<file path="src/design/rrfe_pkg.sv">
// Shared types, constants and helper functions for the radial ripple field evaluator.
// No dependencies; every other design file uses this package.
`timescale 1ns / 1ps

package rrfe_pkg;

  // Pool and lifetime
  localparam int POOL_SIZE   = 2;
  localparam int LIFE_TICKS  = 32;
  localparam int IDX_W       = (POOL_SIZE > 1) ? $clog2(POOL_SIZE) : 1;
  localparam int CNT_W       = $clog2(POOL_SIZE + 1);
  localparam int AGE_W       = $clog2(LIFE_TICKS);
  localparam int QUEUE_DEPTH = 2;
  localparam int QPTR_W      = $clog2(QUEUE_DEPTH);
  localparam int QCNT_W      = $clog2(QUEUE_DEPTH + 1);

  // Field widths
  localparam int FUNC_W = 2;
  localparam int TYPE_W = 4;
  localparam int LIFE_W = 8;
  localparam int X_W    = 15;
  localparam int Y_W    = 14;
  localparam int OUT_W  = 14;
  localparam int LIVE_W = 2;

  localparam logic [X_W-1:0]    MAX_X       = 15'd20480;
  localparam logic [Y_W-1:0]    MAX_Y       = 14'd11520;
  localparam logic [LIFE_W-1:0] EVENT_LIFE  = 8'd2;
  localparam logic [TYPE_W-1:0] TYPE_WEAK_A = 4'd0;
  localparam logic [TYPE_W-1:0] TYPE_WEAK_B = 4'd2;
  localparam logic [TYPE_W-1:0] TYPE_STRONG = 4'd9;

  // Datapath widths
  localparam int R16_MAX  = (24 + 13 * (LIFE_TICKS - 1)) * 16;
  localparam int R_W      = $clog2(R16_MAX + 1024 + 1);
  localparam int DX_W     = X_W + 1;
  localparam int D2_W     = 2 * X_W + 1;
  localparam int ROOT_W   = R_W + 4;
  localparam int V_W      = 2 * ROOT_W;
  localparam int SQ_STEPS = ROOT_W;
  localparam int RM_W     = ROOT_W + 3;
  localparam int DEN_W    = ROOT_W + 4;
  localparam int Q_W      = 17;
  localparam int P_W      = 20;
  localparam int NUM_W    = P_W + X_W;
  localparam int ACC_W    = NUM_W + 3;
  localparam int STEP_W   = $clog2(NUM_W + 1);

  localparam logic [P_W-1:0]  K_STRONG  = 20'd915893;
  localparam logic [P_W-1:0]  K_WEAK    = 20'd572433;
  localparam logic [Q_W-1:0]  Q_ONE     = 17'd65536;
  localparam logic [R_W-1:0]  BAND      = R_W'(1024);
  localparam int              SHIFT_LIM = 4096;

  typedef enum logic [FUNC_W-1:0] {
    FUNC_EVENT = 2'd0,
    FUNC_TICK  = 2'd1,
    FUNC_QUERY = 2'd2,
    FUNC_NONE  = 2'd3
  } func_t;

  typedef enum logic [1:0] {
    CMD_ADD,
    CMD_TICK,
    CMD_CLEAR,
    CMD_QUERY
  } cmd_op_t;

  typedef struct packed {
    cmd_op_t        op;
    logic           heavy;
    logic [X_W-1:0] x;
    logic [Y_W-1:0] y;
  } cmd_t;

  typedef enum logic [3:0] {
    BK_IDLE,
    BK_TICK,
    BK_DXSQ,
    BK_D2,
    BK_INNER,
    BK_OUTER,
    BK_SQRT,
    BK_QUANT,
    BK_ENV,
    BK_P1,
    BK_P2,
    BK_P3,
    BK_DIV_LOAD,
    BK_DIV,
    BK_DIV_ACC,
    BK_RESULT
  } back_state_t;

  // Ring radius in 1/16 pixel
  function automatic logic [R_W-1:0] r16_of(logic [AGE_W-1:0] age);
    return R_W'((24 + 13 * int'(age)) * 16);
  endfunction

  // Linear fade over the ripple lifetime, Q16
  function automatic logic [Q_W-1:0] fade_of(logic [AGE_W-1:0] age);
    int f;
    f = 0;
    if (int'(age) < LIFE_TICKS) f = ((LIFE_TICKS - int'(age)) * 65536) / LIFE_TICKS;
    return Q_W'(f);
  endfunction

endpackage

</file>
<file path="src/design/rrfe_fifo.sv">
// Short command queue between front end and back end.
// Depends on rrfe_pkg.
`timescale 1ns / 1ps

module rrfe_fifo (
  input  logic              clk,
  input  logic              rst_n,
  input  logic              push,
  input  rrfe_pkg::cmd_t    push_data,
  output logic              full,
  input  logic              pop,
  output rrfe_pkg::cmd_t    pop_data,
  output logic              not_empty
);
  import rrfe_pkg::*;

  cmd_t              mem_r [QUEUE_DEPTH];
  logic [QPTR_W-1:0] wr_r, wr_nxt;
  logic [QPTR_W-1:0] rd_r, rd_nxt;
  logic [QCNT_W-1:0] cnt_r, cnt_nxt;
  logic              do_push;
  logic              do_pop;

  assign full      = (cnt_r == QCNT_W'(QUEUE_DEPTH));
  assign not_empty = (cnt_r != '0);
  assign do_push   = push && !full;
  assign do_pop    = pop && not_empty;
  assign pop_data  = mem_r[rd_r];

  // Advance pointers and count
  always_comb begin
    wr_nxt  = wr_r;
    rd_nxt  = rd_r;
    cnt_nxt = cnt_r;
    if (do_push) wr_nxt = (wr_r == QPTR_W'(QUEUE_DEPTH - 1)) ? '0 : wr_r + 1'b1;
    if (do_pop)  rd_nxt = (rd_r == QPTR_W'(QUEUE_DEPTH - 1)) ? '0 : rd_r + 1'b1;
    if (do_push && !do_pop) cnt_nxt = cnt_r + 1'b1;
    if (do_pop && !do_push) cnt_nxt = cnt_r - 1'b1;
  end

  always_ff @(posedge clk) begin
    if (!rst_n) begin
      wr_r  <= '0;
      rd_r  <= '0;
      cnt_r <= '0;
    end else begin
      wr_r  <= wr_nxt;
      rd_r  <= rd_nxt;
      cnt_r <= cnt_nxt;
    end
  end

  // Hold queued commands
  always_ff @(posedge clk) begin
    if (do_push) mem_r[wr_r] <= push_data;
  end

endmodule

</file>
<file path="config.mk">
export PLATFORM = sky130hd
export DESIGN_NAME = rrfe_fifo
export DESIGN_NICKNAME = d
export VERILOG_FILES = /design/src/design/rrfe_pkg.sv /design/src/design/rrfe_fifo.sv
export SDC_FILE = /design/constraint.sdc
export NUM_CORES = 1
export LEC_CHECK = 0
export BUFFER_PORTS_ARGS = -buffer_cell sky130_fd_sc_hd__buf_4
export CAP_MARGIN = 25
export CORE_MARGIN = 2
export CORE_UTILIZATION = 51
export DETAILED_ROUTE_END_ITERATION = 10
export PLACE_DENSITY = 0.89
export SYNTH_ARGS = -nofsm -noshare
export SYNTH_HDL_FRONTEND = slang
export SYNTH_SLANG_ARGS = --single-unit
</file>
<file path="constraint.sdc">
create_clock -name clk -period 2.2 [get_ports clk]
set_input_delay 0.11 -clock clk [delete_from_list [all_inputs] [get_ports clk]]
set_output_delay 0.11 -clock clk [all_outputs]
set_load 0.01 [all_outputs]
</file>
# Word-level counts from Yosys, hierarchy flattened
# Memory sizes are Yosys's and may differ from the RTL's. A register that Yosys moved wholly into a read port is not among the register bits.
# Cells that the tools add are included.
[word_totals]
wordCells = 26
regBits = 4
ramBits = 64
output_inout_bits = 34
n_memories = 1
[mem_list]
columns = ["name", "depth", "width", "read_ports", "rd_clocked_by_memory_dff", "wr", "line", "source"]
rows = [
  ["mem_r", 2, 32, 1, 1, 1, "rrfe_fifo.sv:17", "cmd_t mem_r [QUEUE_DEPTH];"],
]
[classes]
mux = 8
addsub = 4
eq_ne = 1
n_reduce_logical = 9
[op_table]
columns = ["cell", "n"]
rows = [
  ["2-to-1 mux 1 bit", 6],
  ["logical AND 1 bit", 4],
  ["2-to-1 mux 2 bit", 2],
  ["nonzero test 2 bit", 2],
  ["logical NOT 1 bit", 3],
  ["adder 1 bit, second input constant", 2],
  ["adder 2 x 1 -> 2 bit, second input constant", 1],
  ["== test 2 bit, second input constant", 1],
  ["subtractor 2 x 1 -> 2 bit, second input constant", 1],
]

# Longest topological paths before layout
[logic_depth]
depth_word = 6
depth_mapped = 6
ltp_nobuf = 6

# Worst setup path before layout
# No wires, ideal clock.
[synth_timing]
path_kind = "register to register"
startpoint = "reg cnt_r[0]"
endpoint = "mem mem_r[0][0] (netlist name), enable pin"
t_required_ns = 1.813
path_stages_with_launch = 5
n_path_buf = 0
period_less_slack_ns = 1.938
path_slack_ns = 0.262
arrival_time_ns = 1.551
cell_sequence = "dfxtp_1 -> nand2b_2 -> inv_2 -> or3_1 -> inv_1"
[synth_between]
elab_chain_len = 5
[synth_lines]
columns = ["element", "line", "source"]
rows = [
  ["from (decl)", "rrfe_fifo.sv:20", "logic [QCNT_W-1:0] cnt_r, cnt_nxt;"],
  ["from (signal assigned)", "rrfe_fifo.sv:49", "cnt_r <= cnt_nxt;"],
  ["== test 2 bit", "rrfe_fifo.sv:24", "assign full = (cnt_r == QCNT_W'(QUEUE_DEPTH));"],
  ["net full", "rrfe_fifo.sv:10", "output logic full,"],
  ["logical NOT 1 bit", "rrfe_fifo.sv:26", "assign do_push = push && !full;"],
  ["logical AND 1 bit", "rrfe_fifo.sv:26", ""],
  ["2-to-1 mux 1 bit", "rrfe_fifo.sv:55", "if (do_push) mem_r[wr_r] <= push_data;"],
  ["2-to-1 mux 1 bit (implied by the code)", "rrfe_fifo.sv:55", ""],
  ["to (decl)", "rrfe_fifo.sv:17", ""],
]
# The timed path passes the listed nets, and every way through them passes these cells.

==> results by group <==
Yosys
  • Most numerous cell in the Yosys netlist: edfxtp_1
  • Synth warn: 0
  • Synth async-reset ratio: 0
  • Post-synth top flop: edfxtp_1
  • Seq/Total Area, Yosys: 0.7961
  • Synth Area per Inst: 20.16 um^2
  • Synth unique cells: 20
  • Area leader, netlist: edfxtp_1
  • Synth top area share: 0.7567
  • Cell count after synthesis: 126
  • EDFF count, synth: 64
  • Commonest cells in the netlist: edfxtp_1, mux2_2, mux2_1, dfxtp_1
  • Mapped Nets: 163
  • Synthesized area: between 0.002 and 0.003 mm^2
  • Seq cells post-synth: between 60 and 70
  • Top post-synthesis cells by area: edfxtp_1, mux2_2, mux2_1

Power and ir drop
  • Pwr/cell area: 1093 mW/mm^2
  • IR Drop Worst-Case VDD: roughly 0.84 mV
  • Leakage: ~0.0014 uW
  • Design Power: 4038 uW

Die
  • Initial core utilization: 0.5342
  • Row cnt: 25
  • Die height: around 75 um
  • IO Count: 70
  • Die area: about 0.0056 mm^2
  • Core box area: between 0.004 and 0.005 mm^2
  • Chip Width: 74.57 um

STA
  • Slew headroom: 0.7082
  • Max frequency: 584.8 MHz
  • Min cycle time layout: roughly 1700 ps
  • Final Hold Viols: 0
  • Worst Tran Pin Value: around 440 ps
  • Final worst slack: a little under 500 ps
  • Setup violations, final: 0
  • Final period util: 0.7772
  • Final setup TNS: 0 ps
  • Slew Limit Fails: 0
  • Worst Skew: 12.06 ps
  • Unrepaired setup endpoints after global routing: no

Routing
  • Via count: between 1500 and 2000
  • Routed met1 length: ~2000 um
  • 1st-iter DRT viols: 76
  • Remaining antenna violation count: 0
  • Drt drc: 0
  • Final WL: around 5300 um
  • Routed wire length per instance: between 15 and 20 um
  • Met3 WL: 351 um
  • WL met2: between 2000 and 3000 um
  • Uppermost routed layer: met4
  • Drt pass-1 iters: 4
  • Via/cell ratio: about 5

Final layout
  • # diodes: 0
  • Area of the multi-input gates: ~490 um^2
  • # fillers: 292
  • Area delta synth->final: 45.42%
  • Finished Layout Cells: between 300 and 400
  • Register area: 0.002022 mm^2
  • Fin nets: roughly 270
  • Final core utilization: 0.7768
  • Layout cells sized above 1: 0.4587

Clock network
  • Clock latency at the later pin of the worst-skew pair: 340 ps
  • PostCTS Resize Cnt: 0
  • CTS Buffer Depth: 2
  • Setup Buffers After CTS: 0
  • H-tree depth: 3
  • TritonCTS Buffers: 9
  • CTS tree: yes
  • CTS Sinks: between 60 and 70
  • Post-CTS Hold Buffers: 32
  • Clock root cell: clkbuf_8
  • Clk slew on worst S/H paths: ~70 ps

Run status
  • Status: complete, no violations

Placement
  • Placed cells: 261
  • Dpl ws: 610.0 ps
  • I/O Buffers: a little under 70
  • Gpl congestion: 0.6689
  • DP HPWL: around 3000 um

Global routing
  • Initial antenna violation count: 0
  • Total gr overflow: 0
  • GRT Util Overall: 0.2006
  • First-pass GRT wire length: 7679 um
  • Largest net degree at the start of global routing: 33
  • Vias in the first global route: about 1600

Setup path
  • Worst EP required: roughly 2100 ps
  • Worst Setup Path Type: flop to output pin
  • Critical Path AT: 1600 ps
  • Crit end category: output pin
  • Crit path launch type: flop
  • Critical path peak fanout: 32

Run
  • Maxcap violations: 0

Hold path
  • Min-delay worst type: input port to flop
## metal layers
layer  vias to the layer above  track usage
li1                        709            -
met1                       742       0.2153
met2                        65       0.3530
met3                         8      0.07995
met4                         0      0.08135
met5                         -            0
## critical path, cell delays in order (launching register included)
cell,delay (ps)
dfxtp_1,320
buf_4,390
mux2_2,400
buf_4,150
## final cells by class
class,count,area share
Clock buffer,10,0.03455
Clock inverter,6,0.02371
Inverter,3,0.003049
Multi-Input combinational cell,50,0.1321
Sequential cell,69,0.5474
Tap cell,67,0.02270
Timing Repair Buffer,104,0.2365
## cells by family (layout without fill, tap and decap cells)
logic type / after synthesis / after routing / share of synthesized area
simple gates: 9 / 9 / 0.02217
buf+inv: 7 / 123 / 0.01182
mux: 32 / 32 / 0.1419
xor+xnor: 3 / 3 / 0.01035
flops: 69 / 69 / 0.7961
compound gates: 5 / 5 / 0.01281
fa+ha+maj: 1 / 1 / 0.004925
## through the flow
step | area [um^2] | hold slack, ps
floorplan | 2540 | 208.9
global placement | 3158 | 296.2
detailed placement | 3158 | 298.1
CTS | 3694 | 10.73
global route | 3694 | 23.50
finish | 3694 | 19.26
## flip-flops by register name (all words and copies together), names as in the netlist, named ones only
name,count
wr_r,1
cnt_r,2
mem_r,64
rd_r,1
## where the power goes
group | switching (uW) | total [uW] | internal, uW
logic | 555 | 1200 | 643
registers | 68.9 | 1730 | 1660
clock network | 472 | 1110 | 638
## path summary, 6_finish.rpt
path                    startpoint                      to  slack (ps)  cells past startpoint
max reg2reg  cnt_r[0]$_SDFFE_PN0P_  mem_r[0][22]$_DFFE_PP_         590                      5
min reg2reg      wr_r$_SDFFE_PN0P_       wr_r$_SDFFE_PN0P_         530                      2
min                          rst_n   cnt_r[0]$_SDFFE_PN0P_          20                      2
max                           flop            pop_data[21]         490                      3
## layout by cell type, fill, tap and decap left out
cell           Yosys  routed
a21boi_1           2       2
and2_1             1       1
and3_1             1       1
buf_12             0       1
buf_4              0      71
bufinv_16          0       2
clkbuf_1           1       1
clkbuf_8           0       9
clkinv_2           0       2
clkinv_4           0       2
dfxtp_1            5       5
dlygate4sd3_1      0      32
edfxtp_1          64      64
ha_1               1       1
inv_1              2       2
inv_2              1       1
mux2_1            11      11
mux2_2            21      21
nand2_1            1       1
nand2b_2           1       1
nor2b_1            2       2
o21a_1             1       1
o21ai_0            2       2
or2_2              1       1
or3_1              2       2
xnor2_1            3       3
(Power assumes the default switching activity.)
