<file path="config.mk">
export PLATFORM = sky130hd
export DESIGN_NAME = rrfe_front_flat
export DESIGN_NICKNAME = d
export VERILOG_FILES = /design/src/design/rrfe_pkg.sv /design/src/design/rrfe_if.sv /design/src/design/rrfe_front.sv /design/src/flat_wrapper.sv
export SDC_FILE = /design/constraint.sdc
export NUM_CORES = 1
export LEC_CHECK = 0
export BUFFER_PORTS_ARGS = -buffer_cell sky130_fd_sc_hd__buf_4
export CORE_MARGIN = 2
export CORE_UTILIZATION = 28
export CTS_BUF_LIST = sky130_fd_sc_hd__clkbuf_16
export DETAILED_ROUTE_END_ITERATION = 6
export PLACE_DENSITY = 0.83
export SYNTH_ARGS = -nofsm -noshare
export SYNTH_HDL_FRONTEND = slang
export SYNTH_SLANG_ARGS = --single-unit
</file>
<file path="constraint.sdc">
create_clock -name clk -period 1.9 [get_ports clk]
set_clock_uncertainty 0.05 [all_clocks]
set_input_delay 0.095 -clock clk [delete_from_list [all_inputs] [get_ports clk]]
set_output_delay 0.095 -clock clk [all_outputs]
set_load 0.05 [all_outputs]
</file>
<file path="src/design/rrfe_pkg.sv">
// Shared types, constants and helper functions for the radial ripple field evaluator.
// No dependencies; every other design file uses this package.
`timescale 1ns / 1ps

package rrfe_pkg;

  // Pool and lifetime
  localparam int POOL_SIZE   = 2;
  localparam int LIFE_TICKS  = 32;
  localparam int IDX_W       = (POOL_SIZE > 1) ? $clog2(POOL_SIZE) : 1;
  localparam int CNT_W       = $clog2(POOL_SIZE + 1);
  localparam int AGE_W       = $clog2(LIFE_TICKS);
  localparam int QUEUE_DEPTH = 2;
  localparam int QPTR_W      = $clog2(QUEUE_DEPTH);
  localparam int QCNT_W      = $clog2(QUEUE_DEPTH + 1);

  // Field widths
  localparam int FUNC_W = 2;
  localparam int TYPE_W = 4;
  localparam int LIFE_W = 8;
  localparam int X_W    = 15;
  localparam int Y_W    = 14;
  localparam int OUT_W  = 14;
  localparam int LIVE_W = 2;

  localparam logic [X_W-1:0]    MAX_X       = 15'd20480;
  localparam logic [Y_W-1:0]    MAX_Y       = 14'd11520;
  localparam logic [LIFE_W-1:0] EVENT_LIFE  = 8'd2;
  localparam logic [TYPE_W-1:0] TYPE_WEAK_A = 4'd0;
  localparam logic [TYPE_W-1:0] TYPE_WEAK_B = 4'd2;
  localparam logic [TYPE_W-1:0] TYPE_STRONG = 4'd9;

  // Datapath widths
  localparam int R16_MAX  = (24 + 13 * (LIFE_TICKS - 1)) * 16;
  localparam int R_W      = $clog2(R16_MAX + 1024 + 1);
  localparam int DX_W     = X_W + 1;
  localparam int D2_W     = 2 * X_W + 1;
  localparam int ROOT_W   = R_W + 4;
  localparam int V_W      = 2 * ROOT_W;
  localparam int SQ_STEPS = ROOT_W;
  localparam int RM_W     = ROOT_W + 3;
  localparam int DEN_W    = ROOT_W + 4;
  localparam int Q_W      = 17;
  localparam int P_W      = 20;
  localparam int NUM_W    = P_W + X_W;
  localparam int ACC_W    = NUM_W + 3;
  localparam int STEP_W   = $clog2(NUM_W + 1);

  localparam logic [P_W-1:0]  K_STRONG  = 20'd915893;
  localparam logic [P_W-1:0]  K_WEAK    = 20'd572433;
  localparam logic [Q_W-1:0]  Q_ONE     = 17'd65536;
  localparam logic [R_W-1:0]  BAND      = R_W'(1024);
  localparam int              SHIFT_LIM = 4096;

  typedef enum logic [FUNC_W-1:0] {
    FUNC_EVENT = 2'd0,
    FUNC_TICK  = 2'd1,
    FUNC_QUERY = 2'd2,
    FUNC_NONE  = 2'd3
  } func_t;

  typedef enum logic [1:0] {
    CMD_ADD,
    CMD_TICK,
    CMD_CLEAR,
    CMD_QUERY
  } cmd_op_t;

  typedef struct packed {
    cmd_op_t        op;
    logic           heavy;
    logic [X_W-1:0] x;
    logic [Y_W-1:0] y;
  } cmd_t;

  typedef enum logic [3:0] {
    BK_IDLE,
    BK_TICK,
    BK_DXSQ,
    BK_D2,
    BK_INNER,
    BK_OUTER,
    BK_SQRT,
    BK_QUANT,
    BK_ENV,
    BK_P1,
    BK_P2,
    BK_P3,
    BK_DIV_LOAD,
    BK_DIV,
    BK_DIV_ACC,
    BK_RESULT
  } back_state_t;

  // Ring radius in 1/16 pixel
  function automatic logic [R_W-1:0] r16_of(logic [AGE_W-1:0] age);
    return R_W'((24 + 13 * int'(age)) * 16);
  endfunction

  // Linear fade over the ripple lifetime, Q16
  function automatic logic [Q_W-1:0] fade_of(logic [AGE_W-1:0] age);
    int f;
    f = 0;
    if (int'(age) < LIFE_TICKS) f = ((LIFE_TICKS - int'(age)) * 65536) / LIFE_TICKS;
    return Q_W'(f);
  endfunction

endpackage

</file>
<file path="src/design/rrfe_if.sv">
// Handshake channel interfaces: input items, result items and the configuration write.
// Depends on rrfe_pkg.
`timescale 1ns / 1ps

interface rrfe_in_if;
  logic                         valid;
  logic                         ready;
  logic [rrfe_pkg::FUNC_W-1:0]  func;
  logic                         scene_active;
  logic [rrfe_pkg::TYPE_W-1:0]  event_type;
  logic [rrfe_pkg::LIFE_W-1:0]  event_life;
  logic [rrfe_pkg::X_W-1:0]     pos_x;
  logic [rrfe_pkg::Y_W-1:0]     pos_y;
  modport source(output valid, func, scene_active, event_type, event_life, pos_x, pos_y,
                 input ready);
  modport sink(input valid, func, scene_active, event_type, event_life, pos_x, pos_y,
               output ready);
endinterface


interface rrfe_cfg_if;
  logic valid;
  logic ready;
  logic ripples_enabled;
  modport source(output valid, ripples_enabled, input ready);
  modport sink(input valid, ripples_enabled, output ready);
endinterface

</file>
<file path="src/design/rrfe_front.sv">
// Front end: takes input requests and the enable register, sorts each request into a
// pool command and drops requests with no effect. Depends on rrfe_pkg and rrfe_if.
`timescale 1ns / 1ps

module rrfe_front (
  input  logic              clk,
  input  logic              rst_n,
  rrfe_in_if.sink           in_ch,
  rrfe_cfg_if.sink          cfg_ch,
  input  logic              queue_full,
  output logic              push,
  output rrfe_pkg::cmd_t    cmd
);
  import rrfe_pkg::*;

  logic    en_r;
  logic    en_nxt;
  logic    scene;
  logic    type_ok;
  logic    on_screen;
  logic    keep;
  func_t   func;

  // Enable register
  assign cfg_ch.ready = 1'b1;
  assign en_nxt = (cfg_ch.valid) ? cfg_ch.ripples_enabled : en_r;

  always_ff @(posedge clk) begin
    if (!rst_n) begin
      en_r <= 1'b0;
    end else begin
      en_r <= en_nxt;
    end
  end

  // Classify the request
  assign func      = func_t'(in_ch.func);
  assign scene     = en_r & in_ch.scene_active;
  assign type_ok   = (in_ch.event_type == TYPE_WEAK_A) || (in_ch.event_type == TYPE_WEAK_B) ||
                     (in_ch.event_type == TYPE_STRONG);
  assign on_screen = (in_ch.pos_x <= MAX_X) && (in_ch.pos_y <= MAX_Y);

  always_comb begin
    keep      = 1'b0;
    cmd.op    = CMD_QUERY;
    cmd.heavy = (in_ch.event_type == TYPE_STRONG);
    cmd.x     = (in_ch.pos_x > MAX_X) ? MAX_X : in_ch.pos_x;
    cmd.y     = (in_ch.pos_y > MAX_Y) ? MAX_Y : in_ch.pos_y;
    unique case (func)
      FUNC_EVENT: begin
        cmd.op = CMD_ADD;
        keep   = scene && (in_ch.event_life == EVENT_LIFE) && type_ok && on_screen;
      end
      FUNC_TICK: begin
        cmd.op = scene ? CMD_TICK : CMD_CLEAR;
        keep   = 1'b1;
      end
      FUNC_QUERY: begin
        cmd.op = CMD_QUERY;
        keep   = 1'b1;
      end
      default: begin
        keep = 1'b0;
      end
    endcase
  end

  // Accept whenever the queue has room; drop requests with no effect
  assign in_ch.ready = !queue_full;
  assign push        = in_ch.valid && !queue_full && keep;

endmodule

</file>
<file path="src/flat_wrapper.sv">
// flat-port wrapper written by rule: the top's interface ports become plain ports
module rrfe_front_flat import rrfe_pkg::*;
  (clk, rst_n, queue_full, push, cmd, in_ch_valid, in_ch_func, in_ch_scene_active, in_ch_event_type, in_ch_event_life, in_ch_pos_x, in_ch_pos_y, in_ch_ready, cfg_ch_valid, cfg_ch_ripples_enabled, cfg_ch_ready);
  rrfe_in_if in_ch_i ();
  rrfe_cfg_if cfg_ch_i ();
  input  logic clk;
  input  logic rst_n;
  input  logic queue_full;
  output logic push;
  output rrfe_pkg::cmd_t cmd;
  input wire logic [$bits(in_ch_i.valid)-1:0] in_ch_valid;
  input wire logic [$bits(in_ch_i.func)-1:0] in_ch_func;
  input wire logic [$bits(in_ch_i.scene_active)-1:0] in_ch_scene_active;
  input wire logic [$bits(in_ch_i.event_type)-1:0] in_ch_event_type;
  input wire logic [$bits(in_ch_i.event_life)-1:0] in_ch_event_life;
  input wire logic [$bits(in_ch_i.pos_x)-1:0] in_ch_pos_x;
  input wire logic [$bits(in_ch_i.pos_y)-1:0] in_ch_pos_y;
  output wire logic [$bits(in_ch_i.ready)-1:0] in_ch_ready;
  input wire logic [$bits(cfg_ch_i.valid)-1:0] cfg_ch_valid;
  input wire logic [$bits(cfg_ch_i.ripples_enabled)-1:0] cfg_ch_ripples_enabled;
  output wire logic [$bits(cfg_ch_i.ready)-1:0] cfg_ch_ready;
  assign in_ch_i.valid = in_ch_valid;
  assign in_ch_i.func = in_ch_func;
  assign in_ch_i.scene_active = in_ch_scene_active;
  assign in_ch_i.event_type = in_ch_event_type;
  assign in_ch_i.event_life = in_ch_event_life;
  assign in_ch_i.pos_x = in_ch_pos_x;
  assign in_ch_i.pos_y = in_ch_pos_y;
  assign in_ch_ready = in_ch_i.ready;
  assign cfg_ch_i.valid = cfg_ch_valid;
  assign cfg_ch_i.ripples_enabled = cfg_ch_ripples_enabled;
  assign cfg_ch_ready = cfg_ch_i.ready;
  rrfe_front u_core (.clk(clk), .rst_n(rst_n), .in_ch(in_ch_i), .cfg_ch(cfg_ch_i), .queue_full(queue_full), .push(push), .cmd(cmd));
endmodule
</file>
# [Word-level counts from Yosys, hierarchy flattened]
# Index checks and enable logic that the tools add are counted.
[word_totals] reg_bits=1 wordCells=28
[classes] bitwise=1 mux=5 n_eq_ne=5 n_reduce_logical=12 n_lt_le_gt_ge=4
[op_table] op="15-bit > comparator, second input constant" n=1
[op_table] op="15-bit <= comparator, second input constant" n=1
[op_table] op="15-bit 2-to-1 mux" n=1
[op_table] op="14-bit > comparator, second input constant" n=1
[op_table] op="14-bit <= comparator, second input constant" n=1
[op_table] op="14-bit 2-to-1 mux" n=1
[op_table] op="8-bit by 2-bit == test with 1-bit output, second input constant" n=1
[op_table] op="1-bit logical AND" n=6
[op_table] op="4-bit by 2-bit == test with 1-bit output, second input constant" n=1
[op_table] op="4-bit == test, second input constant" n=1
[op_table] op="4-bit logical NOT" n=1
[op_table] op="2-bit one-hot mux with 2 select lines" n=1
[op_table] op="2-bit by 1-bit == test with 1-bit output, second input constant" n=1
[op_table] op="2-bit == test, second input constant" n=1
[op_table] op="2-bit logical NOT" n=1
[op_table] op="1-bit logical OR" n=2
[op_table] op="2-bit 2-to-1 mux" n=1
[op_table] op="1-bit one-hot mux with 2 select lines" n=1
[op_table] op="2-bit OR reduction" n=1
[op_table] op="1-bit bitwise AND" n=1
[op_table] op="1-bit logical NOT" n=1

# [Longest topological paths before layout]
[logic_depth] depth_word=7 ltp_mapped=6

# [Worst setup path before layout]
# No wires, ideal clock.
[synth_path] path_type="input to output" startpoint="input in_ch_func[1]" endpoint="output cmd[31] (netlist bit)" arrival_ns=1.557 path_buffers=0 slack_ns=0.198 required_time_ns=1.755 cell_stages=4 cell_sequence="inv_1 -> ha_1 -> nand3_1 -> a21boi_0"
[synth_rtl] item="start, declared" line="flat_wrapper.sv:12" rtl="input wire logic [$bits(in_ch_i.func)-1:0] in_ch_func;"
[synth_rtl] item="end, declared" line="flat_wrapper.sv:10" rtl="output rrfe_pkg::cmd_t cmd;"

# [Worst setup path after layout]
[layout_path] startpoint="input in_ch_pos_x[6]" endpoint="output push"
[layout_between] elab_chain_len=5
[layout_lines] item="start, declared" line="flat_wrapper.sv:16" rtl="input wire logic [$bits(in_ch_i.pos_x)-1:0] in_ch_pos_x;"
[layout_lines] item="15-bit <= comparator" line="rrfe_front.sv:41" rtl="assign on_screen = (in_ch.pos_x <= MAX_X) && (in_ch.pos_y <= MAX_Y);"
[layout_lines] item="1-bit logical AND" line="rrfe_front.sv:41"
[layout_lines] item="1-bit logical AND" line="rrfe_front.sv:52" rtl="keep = scene && (in_ch.event_life == EVENT_LIFE) && type_ok && on_screen;"
[layout_lines] item="1-bit one-hot mux with 2 select lines" line="rrfe_front.sv:49" rtl="unique case (func)"
[layout_lines] item="1-bit logical AND" line="rrfe_front.sv:70" rtl="assign push = in_ch.valid && !queue_full && keep;"
[layout_lines] item="end, declared" line="flat_wrapper.sv:9" rtl="output logic push;"
# Every way passes these cells.

==> results.md <==
- Register area share after synthesis: 4.29%
- Crit. End Element: primary output
- Final setup fails: 0
- RSZ-0062 raised after global routing: no
- DRT iter0 DRCs: 5
- Mapped Cells: 69
- DR vias: 778
- HP Class: input port to register
- Post-CTS Resized: 0
- Mean Syn Cell Area: 6.76 um2
- Reg power frac: 5.7%
- Die Y: 44.8 um
- Crit-path max FO: 4
- Fin util: 71.5%
- Layout cells sized above 1: 59.1%
- Commonest cells after routing, fill and taps aside: buf_4, and2_1, inv_1, nor4_1, nand2b_1
- Power per cell area: ~380 mW/mm2
- Max-cap violations: 0
- Hold buffer count at cts: 0
- GR Util All Layers: 17.7%
- Crit path launch type: input port
- Initial Utilization: 30.3%
- Congestion Overflow GR: 0
- Sw Ratio: 56.8%
- Peak supply drop: 262 uV
- Number of detailed-routing iterations run before antenna repair: 4
- Ys async rst share: 0%
- Fmax: 644 MHz
- I/O Pins: 85
- Initial antenna violation count: 0
- Routed Wire Length: 1870 um
- Top reg by flops: u_core.en_r
- EDFF count, synth: 0
- Setup Crit Path Kind: input port to primary output
- R2R cell count: 2
- Port Buf Inserts: 83
- GR Util met3: 3.60%
- Top Usage Layer GRT: met2
- GPL Wtd Cong: roughly 0.68
- P_int: about 180 uW
- Worst setup path start: in_ch_pos_x[6]
- Largest net degree at the start of global routing: 11
- Core area: about 0.0015 mm2
- DRC viols: 0
- Yosys reg bits: 1
- Filler Cells Inserted: 136
- Largest register FFs: 1
- Clock share of power: 0%
- Worst EP required: 1.75 ns
- Crit path to: push
- ANT cells: 0
- Hold Violations, Final: 0
- Worst skew pair latency: 0 ns
- Setup Fix Bufs, Post-CTS: 0
- Detailed-route wire length per cell: 11.3 um
- Area growth from synthesis to layout: 136%
- Die area: 0.00201 mm2
- Worst-path clk slew: 0 ns
- Cell area after synthesis: about 470 um2
- Reg2reg start: u_core.en_r$_SDFFE_PN0P_
- Critical path data arrival time: ~1.4 ns
- GR Util met2: a little under two fifths
- Tmin final: 1.55 ns
- Number of global-route vias before repair: roughly 720
- Outcome: finished clean
- RR Endpoint: u_core.en_r$_SDFFE_PN0P_
- Most used DFF post-synth: dfxtp_1
- Most common cell after layout, fill and taps aside: buf_4
- First-pass GRT wire length: 2840 um
- Routed Antenna Nets: 0
- Synth warn: 0
- Grt met1 use: between 10% and 20%
- DR vias/cell: approximately 4.7
- Sw Pwr: 237 uW
- Post-route setup TNS: 0 ns
- Width of the die: about 45 um
- Dpl hpwl: roughly 1700 um
- Library cells used by synthesis: 29
- Combinational share of power: 94.3%
- Period utilization: 81.7%
- Static leakage: 0.000593 uW
- Largest regs: u_core.en_r (1)
- Synth Net Count: 122
- Row cnt: 14
- Final Max Tran Viols: 0
- Reg2reg setup slack: 1.25 ns
- Nets: 204
## routing by layer
metal	part of all wire (%)	wire length, um	up-vias
met5	0	0	-
li1	-	-	397
met1	33	613	329
met3	14	261	0
met2	53	996	52
met4	0	0	0
## logic make-up (layout without fill, tap and decap cells)
family | Yosys count | count (layout) | share of synthesized area, %
compound gates | 9 | 9 | 13.7
fa+ha+maj | 3 | 3 | 8.04
buf+inv | 9 | 89 | 8.04
flops | 1 | 1 | 4.29
mux | 1 | 1 | 2.14
other cells | 1 | 1 | 0.804
simple gates | 45 | 45 | 63.0
## area by class of cell
cell class / instances / area (um2) / area share, %
inverters: 4 / 15.0 / 1.36
multi-input cells: 59 / 409 / 37.1
well taps: 16 / 20.0 / 1.82
repair buffers: 85 / 638 / 57.9
flip-flops and latches: 1 / 20.0 / 1.82
## worst max-delay path: stages
cell and delay [ns]:
buf_4 0.11, or4_1 0.53, nor3_2 0.12, a31o_2 0.20, a31o_1 0.15, buf_4 0.20
## worst min-delay path by stage
stage	startpoint	to	cells after the start
detailed placement	rst_n	u_core.en_r$_SDFFE_PN0P_	2
finish	rst_n	u_core.en_r$_SDFFE_PN0P_	2
CTS	rst_n	u_core.en_r$_SDFFE_PN0P_	2
floorplan	rst_n	u_core.en_r$_SDFFE_PN0P_	1
global placement	rst_n	u_core.en_r$_SDFFE_PN0P_	2
global route	rst_n	u_core.en_r$_SDFFE_PN0P_	2
## stage by stage
step / instances / total power [uW] / setup WS [ns] / hold WS [ns] / area (um2)
5_1_grt: 165 / 439 / 0.273 / 0.293 / 1100
3_3_place_gp: 165 / 414 / 0.384 / 0.261 / 1100
4_1_cts: 165 / 420 / 0.338 / 0.274 / 1100
6_report: 165 / 417 / 0.348 / 0.270 / 1100
2_1_floorplan: 69 / 253 / 0.198 / 0.173 / 467
3_5_place_dp: 165 / 419 / 0.341 / 0.274 / 1100
## cell usage after synthesis, drive strengths merged, types with 3 or more instances
| cell type | n | area share (%) |
|---|---|---|
| nor4 | 4 | 5.4 |
| a31o | 3 | 5.6 |
| nand2b | 4 | 5.4 |
| nor3 | 3 | 4.3 |
| ha | 3 | 8.0 |
| o21ai | 4 | 4.3 |
| nor2b | 3 | 4.0 |
| clkbuf | 4 | 3.2 |
| inv | 4 | 3.2 |
| and2 | 21 | 28 |
## power groups by stage
stage / Combinational (uW) / Clock [uW] / Sequential [uW]
final: 394 / 0 / 23.6
after detailed placement: 396 / 0 / 23.6
after global routing: 415 / 0 / 23.6
after CTS: 396 / 0 / 23.6
after floorplan: 229 / 0 / 23.4
after global placement: 391 / 0 / 23.6
Note: power is estimated with default switching activity, not from simulation.
